<file path="config.mk">
export PLATFORM = sky130hd
export DESIGN_NAME = k_way_merge_heap
export DESIGN_NICKNAME = d
export VERILOG_FILES = /design/src/sv/kwm_pkg.sv /design/src/sv/kwm_ram.sv /design/src/sv/kwm_datapath.sv /design/src/sv/kwm_ctrl.sv /design/src/sv/k_way_merge_heap.sv
export SDC_FILE = /design/constraint.sdc
export NUM_CORES = 1
export LEC_CHECK = 0
export CORE_UTILIZATION = 25
export DETAILED_ROUTE_END_ITERATION = 16
export DONT_BUFFER_PORTS = 1
export HOLD_SLACK_MARGIN = 0.1
export PLACE_DENSITY = 0.42
export SLEW_MARGIN = 5
export SYNTH_ARGS = -nofsm -noshare
export SYNTH_HDL_FRONTEND = slang
export SYNTH_SLANG_ARGS = --single-unit
</file>
<file path="constraint.sdc">
create_clock -name clk -period 16.6 [get_ports clk]
set_input_delay 0.83 -clock clk [delete_from_list [all_inputs] [get_ports clk]]
set_output_delay 0.83 -clock clk [all_outputs]
set_load 0.005 [all_outputs]
</file>
<file path="src/sv/kwm_pkg.sv">
// ----------------------------------------------------------------------------
// kwm_pkg: shared types and constants for the k-way merge heap
// Operation codes, default sizes, and the command and status bundles between
// the controller and the datapath.
// ----------------------------------------------------------------------------
`default_nettype none

package kwm_pkg;

	// default sizes for the top-level parameters
	localparam int NUM_LISTS_DEF   = 16;
	localparam int VALUE_WIDTH_DEF = 32;

	// width of the source tag carried with every entry
	localparam int SRC_W = 4;

	// operation select carried in tuser
	typedef enum logic [1:0] {
		MODE_LOAD    = 2'd0,
		MODE_START   = 2'd1,
		MODE_REFILL  = 2'd2,
		MODE_EXHAUST = 2'd3
	} kwm_mode_t;

	// commands from the controller to the datapath
	typedef struct packed {
		logic latch;      // capture the accepted input item
		logic ins_init;   // place the new entry in the hole at the tail
		logic ins_put;    // write the held entry at the hole (root reached)
		logic rd_parent;  // read the parent of the hole
		logic ins_step;   // compare with parent, move parent down or settle
		logic pop_rd;     // read root and tail entries
		logic pop_take;   // capture root, shrink heap, hold tail entry
		logic sd_rd;      // read both children of the hole
		logic sd_step;    // compare children, move winner up or settle
		logic emit;       // load the output register
	} kwm_cmd_t;

	// status from the datapath to the controller
	typedef struct packed {
		kwm_mode_t mode;      // operation of the current item
		logic      full;      // no room for another entry
		logic      empty;     // no entries held
		logic      cnt_one;   // exactly one entry held
		logic      idx_zero;  // hole is at the root
		logic      ins_done;  // held entry does not order before its parent
		logic      sd_done;   // no child orders before the held entry
	} kwm_sts_t;

endpackage

`default_nettype wire

</file>
<file path="src/sv/kwm_ram.sv">
// ----------------------------------------------------------------------------
// kwm_ram: generic RAM, one write port and two registered read ports
// Read data is registered and appears in the cycle after the address; a read of the location
// written in the same cycle returns the old contents.
// ----------------------------------------------------------------------------
`default_nettype none

module kwm_ram #(
	parameter int WIDTH = 36,
	parameter int DEPTH = 16
) (
	input  wire logic                     clk,
	input  wire logic                     we,
	input  wire logic [$clog2(DEPTH)-1:0] waddr,
	input  wire logic [WIDTH-1:0]         wdata,
	input  wire logic [$clog2(DEPTH)-1:0] raddr_a,
	input  wire logic [$clog2(DEPTH)-1:0] raddr_b,
	output logic      [WIDTH-1:0]         rdata_a,
	output logic      [WIDTH-1:0]         rdata_b
);

	logic [WIDTH-1:0] mem_q [DEPTH];

	// write port and registered reads
	always_ff @(posedge clk) begin
		if (we) begin
			mem_q[waddr] <= wdata;
		end
		rdata_a <= mem_q[raddr_a];
		rdata_b <= mem_q[raddr_b];
	end

endmodule

`default_nettype wire

</file>
<file path="src/sv/kwm_datapath.sv">
// ----------------------------------------------------------------------------
// kwm_datapath: heap storage, hole index, entry count and result registers
// Sifts move a hole through the heap: the entry being placed is held in a
// register and only the entries that move are written back.
// ----------------------------------------------------------------------------
`default_nettype none

module kwm_datapath #(
	parameter int NUM_LISTS   = kwm_pkg::NUM_LISTS_DEF,
	parameter int VALUE_WIDTH = kwm_pkg::VALUE_WIDTH_DEF
) (
	input  wire logic                              clk,
	input  wire logic                              arst_n,
	input  wire kwm_pkg::kwm_cmd_t                 cmd,
	output kwm_pkg::kwm_sts_t                      sts,
	input  wire kwm_pkg::kwm_mode_t                in_mode,
	input  wire logic signed [VALUE_WIDTH-1:0]     in_value,
	input  wire logic        [kwm_pkg::SRC_W-1:0]  in_source,
	output logic signed      [VALUE_WIDTH-1:0]     out_value,
	output logic             [kwm_pkg::SRC_W-1:0]  out_source,
	output logic                                   out_empty
);

	localparam int AW = $clog2(NUM_LISTS);
	localparam int CW = $clog2(NUM_LISTS + 1);
	localparam int XW = AW + 2;
	localparam int SW = kwm_pkg::SRC_W;
	localparam int EW = VALUE_WIDTH + SW;

	// true if entry a orders strictly before entry b
	function automatic logic before_f(
		input logic [VALUE_WIDTH-1:0] av,
		input logic [SW-1:0]          as,
		input logic [VALUE_WIDTH-1:0] bv,
		input logic [SW-1:0]          bs
	);
		logic lt;
		lt = ($signed(av) < $signed(bv)) || ((av == bv) && (as < bs));
		return lt;
	endfunction

	kwm_pkg::kwm_mode_t     mode_q;
	logic [VALUE_WIDTH-1:0] val_q;
	logic [SW-1:0]          src_q;
	logic [CW-1:0]          cnt_q;
	logic [SW-1:0]          last_src_q;
	logic [AW-1:0]          idx_q;
	logic [VALUE_WIDTH-1:0] hold_v_q;
	logic [SW-1:0]          hold_s_q;
	logic [VALUE_WIDTH-1:0] pop_v_q;
	logic [SW-1:0]          pop_s_q;
	logic [VALUE_WIDTH-1:0] out_v_q;
	logic [SW-1:0]          out_s_q;
	logic                   out_e_q;

	logic                   we;
	logic [AW-1:0]          waddr;
	logic [EW-1:0]          wdata;
	logic [AW-1:0]          raddr_a;
	logic [AW-1:0]          raddr_b;
	logic [EW-1:0]          rdata_a;
	logic [EW-1:0]          rdata_b;

	logic [VALUE_WIDTH-1:0] a_v;
	logic [SW-1:0]          a_s;
	logic [VALUE_WIDTH-1:0] b_v;
	logic [SW-1:0]          b_s;
	logic [AW-1:0]          parent;
	logic [XW-1:0]          lc;
	logic [XW-1:0]          rc;
	logic [XW-1:0]          cnt_x;
	logic [CW-1:0]          cnt_m1;
	logic                   hold_lt_par;
	logic                   l_win;
	logic                   r_win;
	logic [VALUE_WIDTH-1:0] pick_v;
	logic [SW-1:0]          pick_s;

	// entry storage
	kwm_ram #(
		.WIDTH (EW),
		.DEPTH (NUM_LISTS)
	) u_ram (
		.clk     (clk),
		.we      (we),
		.waddr   (waddr),
		.wdata   (wdata),
		.raddr_a (raddr_a),
		.raddr_b (raddr_b),
		.rdata_a (rdata_a),
		.rdata_b (rdata_b)
	);

	// tree navigation and comparisons
	always_comb begin
		{a_v, a_s}  = rdata_a;
		{b_v, b_s}  = rdata_b;
		parent      = AW'((idx_q - AW'(1)) >> 1);
		lc          = {1'b0, idx_q, 1'b1};
		rc          = lc + XW'(1);
		cnt_x       = XW'(cnt_q);
		cnt_m1      = cnt_q - CW'(1);
		hold_lt_par = before_f(hold_v_q, hold_s_q, a_v, a_s);
		l_win       = (lc < cnt_x) && before_f(a_v, a_s, hold_v_q, hold_s_q);
		pick_v      = l_win ? a_v : hold_v_q;
		pick_s      = l_win ? a_s : hold_s_q;
		r_win       = (rc < cnt_x) && before_f(b_v, b_s, pick_v, pick_s);
	end

	// memory address and write selection
	always_comb begin
		we      = 1'b0;
		waddr   = idx_q;
		wdata   = {hold_v_q, hold_s_q};
		raddr_a = '0;
		raddr_b = '0;
		if (cmd.ins_put) begin
			we = 1'b1;
		end
		if (cmd.ins_step) begin
			we = 1'b1;
			if (hold_lt_par) begin
				wdata = rdata_a;
			end
		end
		if (cmd.sd_step) begin
			we = 1'b1;
			if (r_win) begin
				wdata = rdata_b;
			end else if (l_win) begin
				wdata = rdata_a;
			end
		end
		if (cmd.rd_parent) begin
			raddr_a = parent;
		end
		if (cmd.pop_rd) begin
			raddr_b = cnt_m1[AW-1:0];
		end
		if (cmd.sd_rd) begin
			raddr_a = lc[AW-1:0];
			raddr_b = rc[AW-1:0];
		end
	end

	// status to the controller
	always_comb begin
		sts.mode     = mode_q;
		sts.full     = (cnt_q == CW'(NUM_LISTS));
		sts.empty    = (cnt_q == '0);
		sts.cnt_one  = (cnt_q == CW'(1));
		sts.idx_zero = (idx_q == '0);
		sts.ins_done = !hold_lt_par;
		sts.sd_done  = !(l_win || r_win);
	end

	// control state: operation, entry count and last popped source
	always_ff @(posedge clk or negedge arst_n) begin
		if (!arst_n) begin
			mode_q     <= kwm_pkg::MODE_LOAD;
			cnt_q      <= '0;
			last_src_q <= '0;
		end else begin
			if (cmd.latch) begin
				mode_q <= in_mode;
			end
			if (cmd.ins_init) begin
				cnt_q <= cnt_q + CW'(1);
			end
			if (cmd.pop_take) begin
				cnt_q      <= cnt_m1;
				last_src_q <= a_s;
			end
		end
	end

	// payload: input latch, held entry, hole index, results
	always_ff @(posedge clk) begin
		if (cmd.latch) begin
			val_q <= in_value;
			src_q <= in_source;
		end
		if (cmd.ins_init) begin
			hold_v_q <= val_q;
			hold_s_q <= (mode_q == kwm_pkg::MODE_REFILL) ? last_src_q : src_q;
			idx_q    <= cnt_q[AW-1:0];
		end
		if (cmd.ins_step && hold_lt_par) begin
			idx_q <= parent;
		end
		if (cmd.pop_take) begin
			pop_v_q  <= a_v;
			pop_s_q  <= a_s;
			hold_v_q <= b_v;
			hold_s_q <= b_s;
			idx_q    <= '0;
		end
		if (cmd.sd_step) begin
			if (r_win) begin
				idx_q <= rc[AW-1:0];
			end else if (l_win) begin
				idx_q <= lc[AW-1:0];
			end
		end
		if (cmd.emit) begin
			out_v_q <= pop_v_q;
			out_s_q <= pop_s_q;
			out_e_q <= (cnt_q == '0);
		end
	end

	assign out_value  = $signed(out_v_q);
	assign out_source = out_s_q;
	assign out_empty  = out_e_q;

	// the heap never holds more entries than it has room for
	a_cnt_bound: assert property (@(posedge clk) disable iff (!arst_n)
		cnt_q <= CW'(NUM_LISTS))
		else $error("entry count above capacity");

	// every write lands inside the live part of the heap
	a_write_live: assert property (@(posedge clk) disable iff (!arst_n)
		we |-> (XW'(waddr) < cnt_x))
		else $error("heap write beyond entry count");

	// a pop is only taken from a non-empty heap
	a_pop_nonempty: assert property (@(posedge clk) disable iff (!arst_n)
		cmd.pop_take |-> (cnt_q != '0))
		else $error("pop from empty heap");

	// a pop shrinks the heap by exactly one
	a_pop_shrink: assert property (@(posedge clk) disable iff (!arst_n)
		cmd.pop_take |=> (cnt_q == CW'($past(cnt_q) - CW'(1))))
		else $error("pop did not shrink heap by one");

endmodule

`default_nettype wire

</file>
<file path="src/sv/kwm_ctrl.sv">
// ----------------------------------------------------------------------------
// kwm_ctrl: sequencer for insert, pop and sift steps
// Walks each operation through read and compare steps and owns the stream
// handshakes and the output valid flag.
// ----------------------------------------------------------------------------
`default_nettype none

module kwm_ctrl (
	input  wire logic              clk,
	input  wire logic              arst_n,
	input  wire logic              in_valid,
	output logic                   in_ready,
	output logic                   out_valid,
	input  wire logic              out_ready,
	output kwm_pkg::kwm_cmd_t      cmd,
	input  wire kwm_pkg::kwm_sts_t sts
);

	typedef enum logic [3:0] {
		ST_IDLE,
		ST_INS_START,
		ST_INS_RD,
		ST_INS_CMP,
		ST_POP_CHK,
		ST_POP_RD,
		ST_POP_TAKE,
		ST_SD_RD,
		ST_SD_CMP,
		ST_EMIT
	} state_t;

	state_t state_q;
	state_t state_nxt;
	state_t after_ins;
	logic   out_valid_q;

	// where to go once an insert is finished or skipped
	assign after_ins = (sts.mode == kwm_pkg::MODE_LOAD) ? ST_IDLE : ST_POP_CHK;

	// next state and datapath commands
	always_comb begin
		cmd       = '0;
		state_nxt = state_q;
		case (state_q)
			ST_IDLE: begin
				if (in_valid) begin
					cmd.latch = 1'b1;
					state_nxt = ST_INS_START;
				end
			end
			ST_INS_START: begin
				if (sts.mode == kwm_pkg::MODE_START || sts.mode == kwm_pkg::MODE_EXHAUST) begin
					state_nxt = ST_POP_CHK;
				end else if (sts.full) begin
					state_nxt = after_ins;
				end else begin
					cmd.ins_init = 1'b1;
					state_nxt    = ST_INS_RD;
				end
			end
			ST_INS_RD: begin
				if (sts.idx_zero) begin
					cmd.ins_put = 1'b1;
					state_nxt   = after_ins;
				end else begin
					cmd.rd_parent = 1'b1;
					state_nxt     = ST_INS_CMP;
				end
			end
			ST_INS_CMP: begin
				cmd.ins_step = 1'b1;
				state_nxt    = sts.ins_done ? after_ins : ST_INS_RD;
			end
			ST_POP_CHK: begin
				state_nxt = sts.empty ? ST_IDLE : ST_POP_RD;
			end
			ST_POP_RD: begin
				cmd.pop_rd = 1'b1;
				state_nxt  = ST_POP_TAKE;
			end
			ST_POP_TAKE: begin
				cmd.pop_take = 1'b1;
				state_nxt    = sts.cnt_one ? ST_EMIT : ST_SD_RD;
			end
			ST_SD_RD: begin
				cmd.sd_rd = 1'b1;
				state_nxt = ST_SD_CMP;
			end
			ST_SD_CMP: begin
				cmd.sd_step = 1'b1;
				state_nxt   = sts.sd_done ? ST_EMIT : ST_SD_RD;
			end
			ST_EMIT: begin
				if (!out_valid_q || out_ready) begin
					cmd.emit  = 1'b1;
					state_nxt = ST_IDLE;
				end
			end
			default: begin
				state_nxt = ST_IDLE;
			end
		endcase
	end

	// state and output valid
	always_ff @(posedge clk or negedge arst_n) begin
		if (!arst_n) begin
			state_q     <= ST_IDLE;
			out_valid_q <= 1'b0;
		end else begin
			state_q <= state_nxt;
			if (cmd.emit) begin
				out_valid_q <= 1'b1;
			end else if (out_ready) begin
				out_valid_q <= 1'b0;
			end
		end
	end

	assign in_ready  = (state_q == ST_IDLE);
	assign out_valid = out_valid_q;

endmodule

`default_nettype wire

</file>
<file path="src/sv/k_way_merge_heap.sv">
// ----------------------------------------------------------------------------
// k_way_merge_heap: k-way merge of sorted lists through a binary min-heap
// Holds (value, source) entries ordered by signed value, lower source first
// on ties; load inserts, refill inserts then pops, start/exhausted pop the minimum.
// ----------------------------------------------------------------------------
//
//  channel  dir  tdata (low bit up)           tuser / tlast
//  s_*      in   item_value, source_index     tuser: mode
//  m_*      out  out_value, out_source        tlast: heap_empty
//
//  A load moves the hole up one heap level per parent read and compare step
//  and writes the held entry directly once the hole reaches the root; a pop
//  reads root and tail entries, then sifts down with one read and one compare
//  step per level, skipped when it takes the last entry; a refill is a load
//  followed by a pop. An entry moves at most clog2(NUM_LISTS) levels, through
//  the single write port of the entry RAM. Popping an empty heap gives no result.
//  Reset clears the entry count, the last source and the output valid flag.
//  A result waiting on m_tready does not block the next input transfer; the
//  following pop then waits until the output register is free.
// ----------------------------------------------------------------------------
`default_nettype none

module k_way_merge_heap #(
	parameter int NUM_LISTS   = kwm_pkg::NUM_LISTS_DEF,
	parameter int VALUE_WIDTH = kwm_pkg::VALUE_WIDTH_DEF
) (
	input  wire logic clk,
	input  wire logic arst_n,

	input  wire logic s_tvalid,
	output logic      s_tready,
	// item_value, source_index, zero padding
	input  wire logic [((VALUE_WIDTH + kwm_pkg::SRC_W + 7) / 8) * 8 - 1:0] s_tdata,
	// mode
	input  wire logic [1:0] s_tuser,

	output logic      m_tvalid,
	input  wire logic m_tready,
	// out_value, out_source, zero padding
	output logic [((VALUE_WIDTH + kwm_pkg::SRC_W + 7) / 8) * 8 - 1:0] m_tdata,
	// heap_empty
	output logic      m_tlast
);

	localparam int DW = ((VALUE_WIDTH + kwm_pkg::SRC_W + 7) / 8) * 8;

	kwm_pkg::kwm_cmd_t                cmd;
	kwm_pkg::kwm_sts_t                sts;
	logic signed [VALUE_WIDTH-1:0]    out_value;
	logic        [kwm_pkg::SRC_W-1:0] out_source;

	// sequencer
	kwm_ctrl u_ctrl (
		.clk       (clk),
		.arst_n    (arst_n),
		.in_valid  (s_tvalid),
		.in_ready  (s_tready),
		.out_valid (m_tvalid),
		.out_ready (m_tready),
		.cmd       (cmd),
		.sts       (sts)
	);

	// heap storage and arithmetic
	kwm_datapath #(
		.NUM_LISTS   (NUM_LISTS),
		.VALUE_WIDTH (VALUE_WIDTH)
	) u_datapath (
		.clk        (clk),
		.arst_n     (arst_n),
		.cmd        (cmd),
		.sts        (sts),
		.in_mode    (kwm_pkg::kwm_mode_t'(s_tuser)),
		.in_value   ($signed(s_tdata[VALUE_WIDTH-1:0])),
		.in_source  (s_tdata[VALUE_WIDTH +: kwm_pkg::SRC_W]),
		.out_value  (out_value),
		.out_source (out_source),
		.out_empty  (m_tlast)
	);

	// result packing
	assign m_tdata = DW'({out_source, out_value});

endmodule

`default_nettype wire

</file>
Word level (Yosys, flattened, before mapping)
Memory sizes are Yosys's and may differ from the RTL's. A register that Yosys moved wholly into a read port is not among the register bits.
Cells that the tools add are included.
{ "totals": {"ram_bits": 576, "n_memories": 1, "out_inout_bits": 43, "reg_bits": 165, "wordCells": 124, "input_bits": 46} }
{ "memory_table": {"columns": ["memory", "depth", "word_bits", "rd", "rd_ports_with_merged_regs", "wr", "line_no", "source"], "rows": [
  ["u_datapath.u_ram.mem_q", 16, 36, 2, 2, 1, "kwm_ram.sv:22", "logic [WIDTH-1:0] mem_q [DEPTH];"]
]} }
{ "op_classes": {"reduce_logical": 20, "n_mux": 57, "n_eq_ne": 19, "add_sub_neg": 4, "n_lt_le_gt_ge": 8} }
{ "ops": {"columns": ["cell", "n"], "rows": [
  ["two-way mux 36 bit", 5],
  ["equality test 32 bit", 3],
  ["< comparator 32 bit", 3],
  ["two-way mux 32 bit", 3],
  ["two-way mux 4 bit", 21],
  ["case mux 4 bit (10 select lines)", 1],
  ["two-way mux 1 bit", 21],
  ["equality test 4 x 3 -> 1 bit, second input constant", 4],
  ["< comparator 4 bit", 3],
  ["two-way mux 5 bit", 2],
  ["two-way mux 3 bit", 3],
  ["equality test 4 x 2 -> 1 bit, second input constant", 2],
  ["equality test 4 bit, second input constant", 2],
  ["logical NOT 4 bit", 2],
  ["adder 5 x 1 -> 6 bit, second input constant", 1],
  ["logical AND 1 bit", 6],
  ["logical OR 1 bit", 6],
  ["< comparator 6 x 5 -> 1 bit", 1],
  ["adder 5 x 1 -> 5 bit, second input constant", 1],
  ["equality test 5 x 1 -> 1 bit, second input constant", 1],
  ["equality test 5 bit, second input constant", 1],
  ["logical NOT 5 bit", 1],
  ["< comparator 5 bit", 1],
  ["subtractor 5 x 1 -> 5 bit, second input constant", 1],
  ["11 further kinds", 13]
]} }

Longest topological paths before layout
{ "logic_depth": {"depth_word": 12, "mapped_depth": 24, "mapped_depth_nobuf": 20} }

Modules after synthesis
A second synthesis with hierarchy kept.
{ "unflattened": {"hier_cells": 2051, "area_unflattened_um2": 36957.9} }
{ "by_module_without_submodules": {"columns": ["module", "cells_each", "area_per_inst_um2", "instances", "seq_area_each_um2"], "rows": [
  ["kwm_ram", 1277, 27231.1, 1, 18738.0],
  ["kwm_datapath", 716, 9278.9, 1, 4709.5],
  ["kwm_ctrl", 53, 414.1, 1, 125.1],
  ["k_way_merge_heap", 5, 33.8, 1, 0.0]
]} }

Least setup slack after synthesis
Ideal clock, no wire load.
{ "synth_timing": {"path_kind": "register to register", "startpoint": "reg u_datapath.hold_v_q[31]", "endpoint": "mem u_datapath.u_ram.mem_q[0][28], data pin", "stages_incl_launch_ff": 23, "setup_ns": 0.303, "t_required_ns": 16.297, "arrival_ns": 5.185, "synth_period_minus_slack_ns": 5.487, "path_buffers": 4, "setup_slack_ns": 11.113, "path_cell_list": "edfxtp_1 > ha_1 > nand4_1 > nor4_2 > nand2_1 > o211a_2 > xor2_1 > o21a_2 > buf_2 > buf_2 > mux2i_1 > ha_1 > o21a_1 > o21a_1 > o211ai_2 > a31oi_1 > a2111oi_2 > mux2_2 > or3_1 > o21a_2 > buf_6 > buf_6 > o221a_1"} }
{ "synth_between": {"elab_chain_cells": 11, "elab_cells_between_ends": 22, "classes_between": "4 x order compare; 3 x eq/ne; 7 x mux; 8 x reduce/logical"} }
{ "synth_lines": {"columns": ["element", "line_no", "source"], "rows": [
  ["from (decl)", "kwm_datapath.sv:48", "logic [VALUE_WIDTH-1:0] hold_v_q;"],
  ["from (signal assigned)", "kwm_datapath.sv:184", "hold_v_q <= val_q;"],
  ["from (signal assigned)", "kwm_datapath.sv:194", "hold_v_q <= b_v;"],
  ["branches (longest 10 deep; another with < comparator 32 bit)", null, null],
  ["two-way mux 36 bit *", "kwm_datapath.sv:126", "if (cmd.sd_step) begin"],
  ["via u_datapath.u_ram.wdata[28]", "kwm_ram.sv:15", "input wire logic [WIDTH-1:0] wdata,"],
  ["to (decl)", "kwm_ram.sv:22", null]
]} }
Mark *: on every way through the listed nets, which the timed path passes.

Worst setup path after layout
{ "layout_timing": {"startpoint": "reg u_datapath.u_ram.rdata_a[19] (read register of u_datapath.u_ram.mem_q)", "endpoint": "mem u_datapath.u_ram.mem_q[13][19], data pin"} }
{ "layout_between": {"elab_chain_cells": 11, "elab_cells_between_ends": 22, "classes_between": "4 x order compare; 3 x eq/ne; 7 x mux; 8 x reduce/logical"} }
{ "layout_lines": {"columns": ["element", "line_no", "source"], "rows": [
  ["from (decl)", "kwm_ram.sv:18", "output logic [WIDTH-1:0] rdata_a,"],
  ["branches (longest 10 deep; another with < comparator 32 bit)", null, null],
  ["two-way mux 36 bit *", "kwm_datapath.sv:126", null],
  ["via u_datapath.u_ram.wdata[19]", "kwm_ram.sv:15", null]
]} }
Marked as above.

==> impl_metrics.toml <==
[outcome]
run_status = "finished, final reports clean"

[final_layout]
design.final.nets = 2841
final_design_area_no_fill_um2 = 42000
final_non_filler_cells = 4700
area_added_between_synthesis_and_finish_pct = 13.9
layout.cells.most_common = "sky130_fd_sc_hd__edfxtp_1"
final_cell_mix = "sky130_fd_sc_hd__edfxtp_1, sky130_fd_sc_hd__nand2_1, sky130_fd_sc_hd__nand3_1, sky130_fd_sc_hd__mux4_2, sky130_fd_sc_hd__nor2_1"
drive_above_1_share_pct = 14.0

[power]
irDropWorstVdd_v = 0.0000983
power_density_nw_per_um2 = 183
leakagePower_nw = 13.7
totalPowerFinal_w = 0.00768

[route]
routed_via_density = 4.94
routed.top_layer = "met4"
totalWireLength_um = 120000
detail_route.drc_violations = 0
drt_pass1_iterations = 5
wl_met3_um = 4960
vias = 23200
antenna_violating_nets_post_route = 0
drt-wirelength-per-cell_um = 25.5
routedLengthMet1_um = 53300
detail_route.iter0.violations = 1911
routed-wl-met2_um = 58600

[global_routing]
grt_pass1_vias = 23300
initial_antenna_violation_count = 1
grt_start_max_net_pins = 155
total_global_routing_overflow = 0
grt_first_pass_wirelength_um = 172000
grt.total_usage_pct = 16.0

[clock_network]
clk_pin_slew_ns = 0.06
numCtsBuffers = 85
cts_buffer_depth = 3
htree_num_levels = 3
ctsResizeCount = 0
numClockSinks = 813
total_of_hold_buffers_inserted_after_clock_tree_synthesis = 1
clk-insertion-delay-late_ns = 0.67
root_buffer = "sky130_fd_sc_hd__clkbuf_16"
cts_setup_buffers = 0
cts_tree = "yes"

[die]
num_io_pins = 89
rows = 140
initial_core_util_pct = 25.2
floorplan.core_area_um2 = 146000
die-area_um2 = 149000
chipHeight_um = 386
floorplan.die.width_um = 386

[logic_synthesis]
seq_area_frac_synth_pct = 63.9
post_synth_edffs = 721
yosys_warnings = 0
post_synth_and_or_nand_nor_area_fraction_pct = 11.9
ys_async_sr_fraction_pct = 1.97
synth.mux.area_fraction_pct = 10.0
share_of_the_synthesized_area_in_compound_gates_ao_oa_aoi_oai_pct = 8.18
dominant_combinational_cell_family_by_area_after_synthesis = "simple AND/OR/NAND/NOR gates"
synth_flop_cell = "sky130_fd_sc_hd__edfxtp_1"
post_synthesis_instance_total = 2753
synth_adder_area_share_pct = 2.92
synthDistinctLibCells = 73
summed_instance_area_of_the_synthesized_netlist_um2 = 36900
syn_area_per_cell_um2 = 13.4
synthesis_stage_register_bit_count = 813
synthXorXnorAreaFrac_pct = 0.261

[sta]
clock.fmax_ghz = 0.124
clock-skew-final_ns = 0.0246
grt_setup_unrepaired = "no"
totalNegativeSetupSlack_ns = 0
layout_min_cycle_time_ns = 8.06
worst-slew-pin-transition_ns = 1.22
finalHoldViolCount = 0
share_of_the_cycle_needed_by_the_critical_path_after_routing_pct = 48.5
slew_viol_final = 0
max-slew-margin-rel_pct = 18.3
finalSetupViolations = 0

[place]
dp.final_hpwl_um = 65700
placed_area_um2 = 39200
place.gp.congestion = 0.792
post-place-cells = 4538
place.port_buffers = 0

[worst_setup_path]
start_kind = "flop"
type_of_the_setup_path_with_the_least_slack = "reg2reg"
worst_setup_path_end_kind = "flop"
worstPathMaxFanout = 37
path_cells = "inv_1, ha_1, nand4_1, a2111oi_0, nor4_1, a21oi_1, o21a_2, buf_4, mux2i_1, ha_1, nand4_1, nor3_2, nand3_1, nor4_1, nand3_1, nor2_1, nor3_2, o21ai_4, buf_4, o221a_1"
crit_arrival_ns = 8.41
cpMaxStageDelayCell = "sky130_fd_sc_hd__nor4_1"
max_stage_delay_ns = 0.89
path_buf_inv = 3
worst_path_dominant_cell_family = "simple AND/OR/NAND/NOR gates"
worst-endpoint-required_ns = 16.95

[min_path]
min_path_type = "in2reg"

[flow_run]
cap_viol_max_count = 0
==> stage by stage <==
stage | hold WS [ns] | setup slack (ns) | utilization [%]
after floorplan | 0.400 | 11.11 | -
after global placement | 0.401 | 8.35 | 26.8
after detailed placement | 0.407 | 8.42 | 26.8
after CTS | 0.202 | 8.39 | 28.8
after global routing | 0.227 | 8.03 | 28.8
final | 0.252 | 8.54 | 28.8
==> worst paths after layout <==
kind	start	to	cells after the start	slack (ns)
min	m_tready	u_ctrl.out_valid	1	0.25
max	u_datapath.u_ram.rdata_a[19]	u_datapath.u_ram.mem_q[13][19]	20	8.54
max in group asynchronous	arst_n	u_datapath.last_src_q[2]	1	15.34
min in group asynchronous	arst_n	u_datapath.cnt_q[3]	1	0.72
min reg2reg	u_datapath.pop_v_q[25]	u_datapath.out_value[25]	0	0.42
max reg2reg	u_datapath.u_ram.rdata_a[19]	u_datapath.u_ram.mem_q[13][19]	20	8.54
==> cell type report <==
cell class / count / area (um^2)
clock buffers: 111 / 2380
diodes: 1 / 2.50
multi-input cells: 1699 / 12500
flip-flops and latches: 813 / 23600
clock inverters: 49 / 452
repair buffers: 55 / 453
inverters: 55 / 209
well taps: 1917 / 2400
fillers: 14800 / 104000
==> power by group <==
part | internal, W | switching, W
Clock | 0.00112 | 0.000834
Sequential | 0.00276 | 0.000236
Combinational | 0.000961 | 0.00176
Total | 0.00485 | 0.00283
==> state kept, by name, indices dropped and copies added, names as in the netlist, 2 cells and up <==
| name | count |
|---|---|
| u_datapath.last_src_q | 4 |
| u_ctrl.state_q | 4 |
| u_datapath.out_value | 32 |
| u_datapath.cnt_q | 5 |
| u_datapath.u_ram.rdata_b | 36 |
| u_datapath.mode_q | 2 |
| u_datapath.u_ram.mem_q | 576 |
| u_datapath.pop_s_q | 4 |
| u_datapath.val_q | 32 |
| u_datapath.idx_q | 4 |
| u_datapath.u_ram.rdata_a | 36 |
| u_datapath.src_q | 4 |
| u_datapath.pop_v_q | 32 |
| u_datapath.out_source | 4 |
| u_datapath.hold_v_q | 32 |
| u_datapath.hold_s_q | 4 |
==> layer usage <==
metal | vias up | GRT usage [%]
met4 | 0 | 5.37
met1 | 12000 | 21.0
met3 | 167 | 1.83
met5 | - | 0
li1 | 10400 | -
met2 | 618 | 27.3
==> synthesized netlist by cell type (7+ instances only) <==
library cell | count | share of area, %
sky130_fd_sc_hd__a211oi_1 | 112 | 2.3
sky130_fd_sc_hd__a21o_1 | 7 | 0.14
sky130_fd_sc_hd__a21oi_1 | 31 | 0.42
sky130_fd_sc_hd__a31oi_1 | 113 | 1.9
sky130_fd_sc_hd__and2_1 | 68 | 1.2
sky130_fd_sc_hd__and3_1 | 38 | 0.64
sky130_fd_sc_hd__buf_1 | 10 | 0.10
sky130_fd_sc_hd__buf_2 | 46 | 0.62
sky130_fd_sc_hd__clkbuf_1 | 125 | 1.3
sky130_fd_sc_hd__dfrtp_1 | 16 | 1.1
sky130_fd_sc_hd__dfxtp_1 | 76 | 4.1
sky130_fd_sc_hd__edfxtp_1 | 721 | 59
sky130_fd_sc_hd__ha_1 | 86 | 2.9
sky130_fd_sc_hd__inv_1 | 53 | 0.54
sky130_fd_sc_hd__mux2i_1 | 40 | 1.1
sky130_fd_sc_hd__mux4_2 | 144 | 8.8
sky130_fd_sc_hd__nand2_1 | 533 | 5.4
sky130_fd_sc_hd__nand3_1 | 160 | 2.2
sky130_fd_sc_hd__nand4_1 | 13 | 0.22
sky130_fd_sc_hd__nor2_1 | 138 | 1.4
sky130_fd_sc_hd__nor2b_1 | 7 | 0.12
sky130_fd_sc_hd__nor3_1 | 11 | 0.15
sky130_fd_sc_hd__o211ai_1 | 42 | 0.85
sky130_fd_sc_hd__o21ai_0 | 19 | 0.26
sky130_fd_sc_hd__o221a_1 | 37 | 1.1
sky130_fd_sc_hd__xnor2_1 | 7 | 0.17
==> cells by family after synthesis <==
logic type | after synthesis
buf+inv | 244
mux | 189
xor+xnor | 11
flops | 813
other cells | 1
fa+ha+maj | 86
simple gates | 999
compound gates | 410
Note: power is estimated with default switching activity, not from simulation.
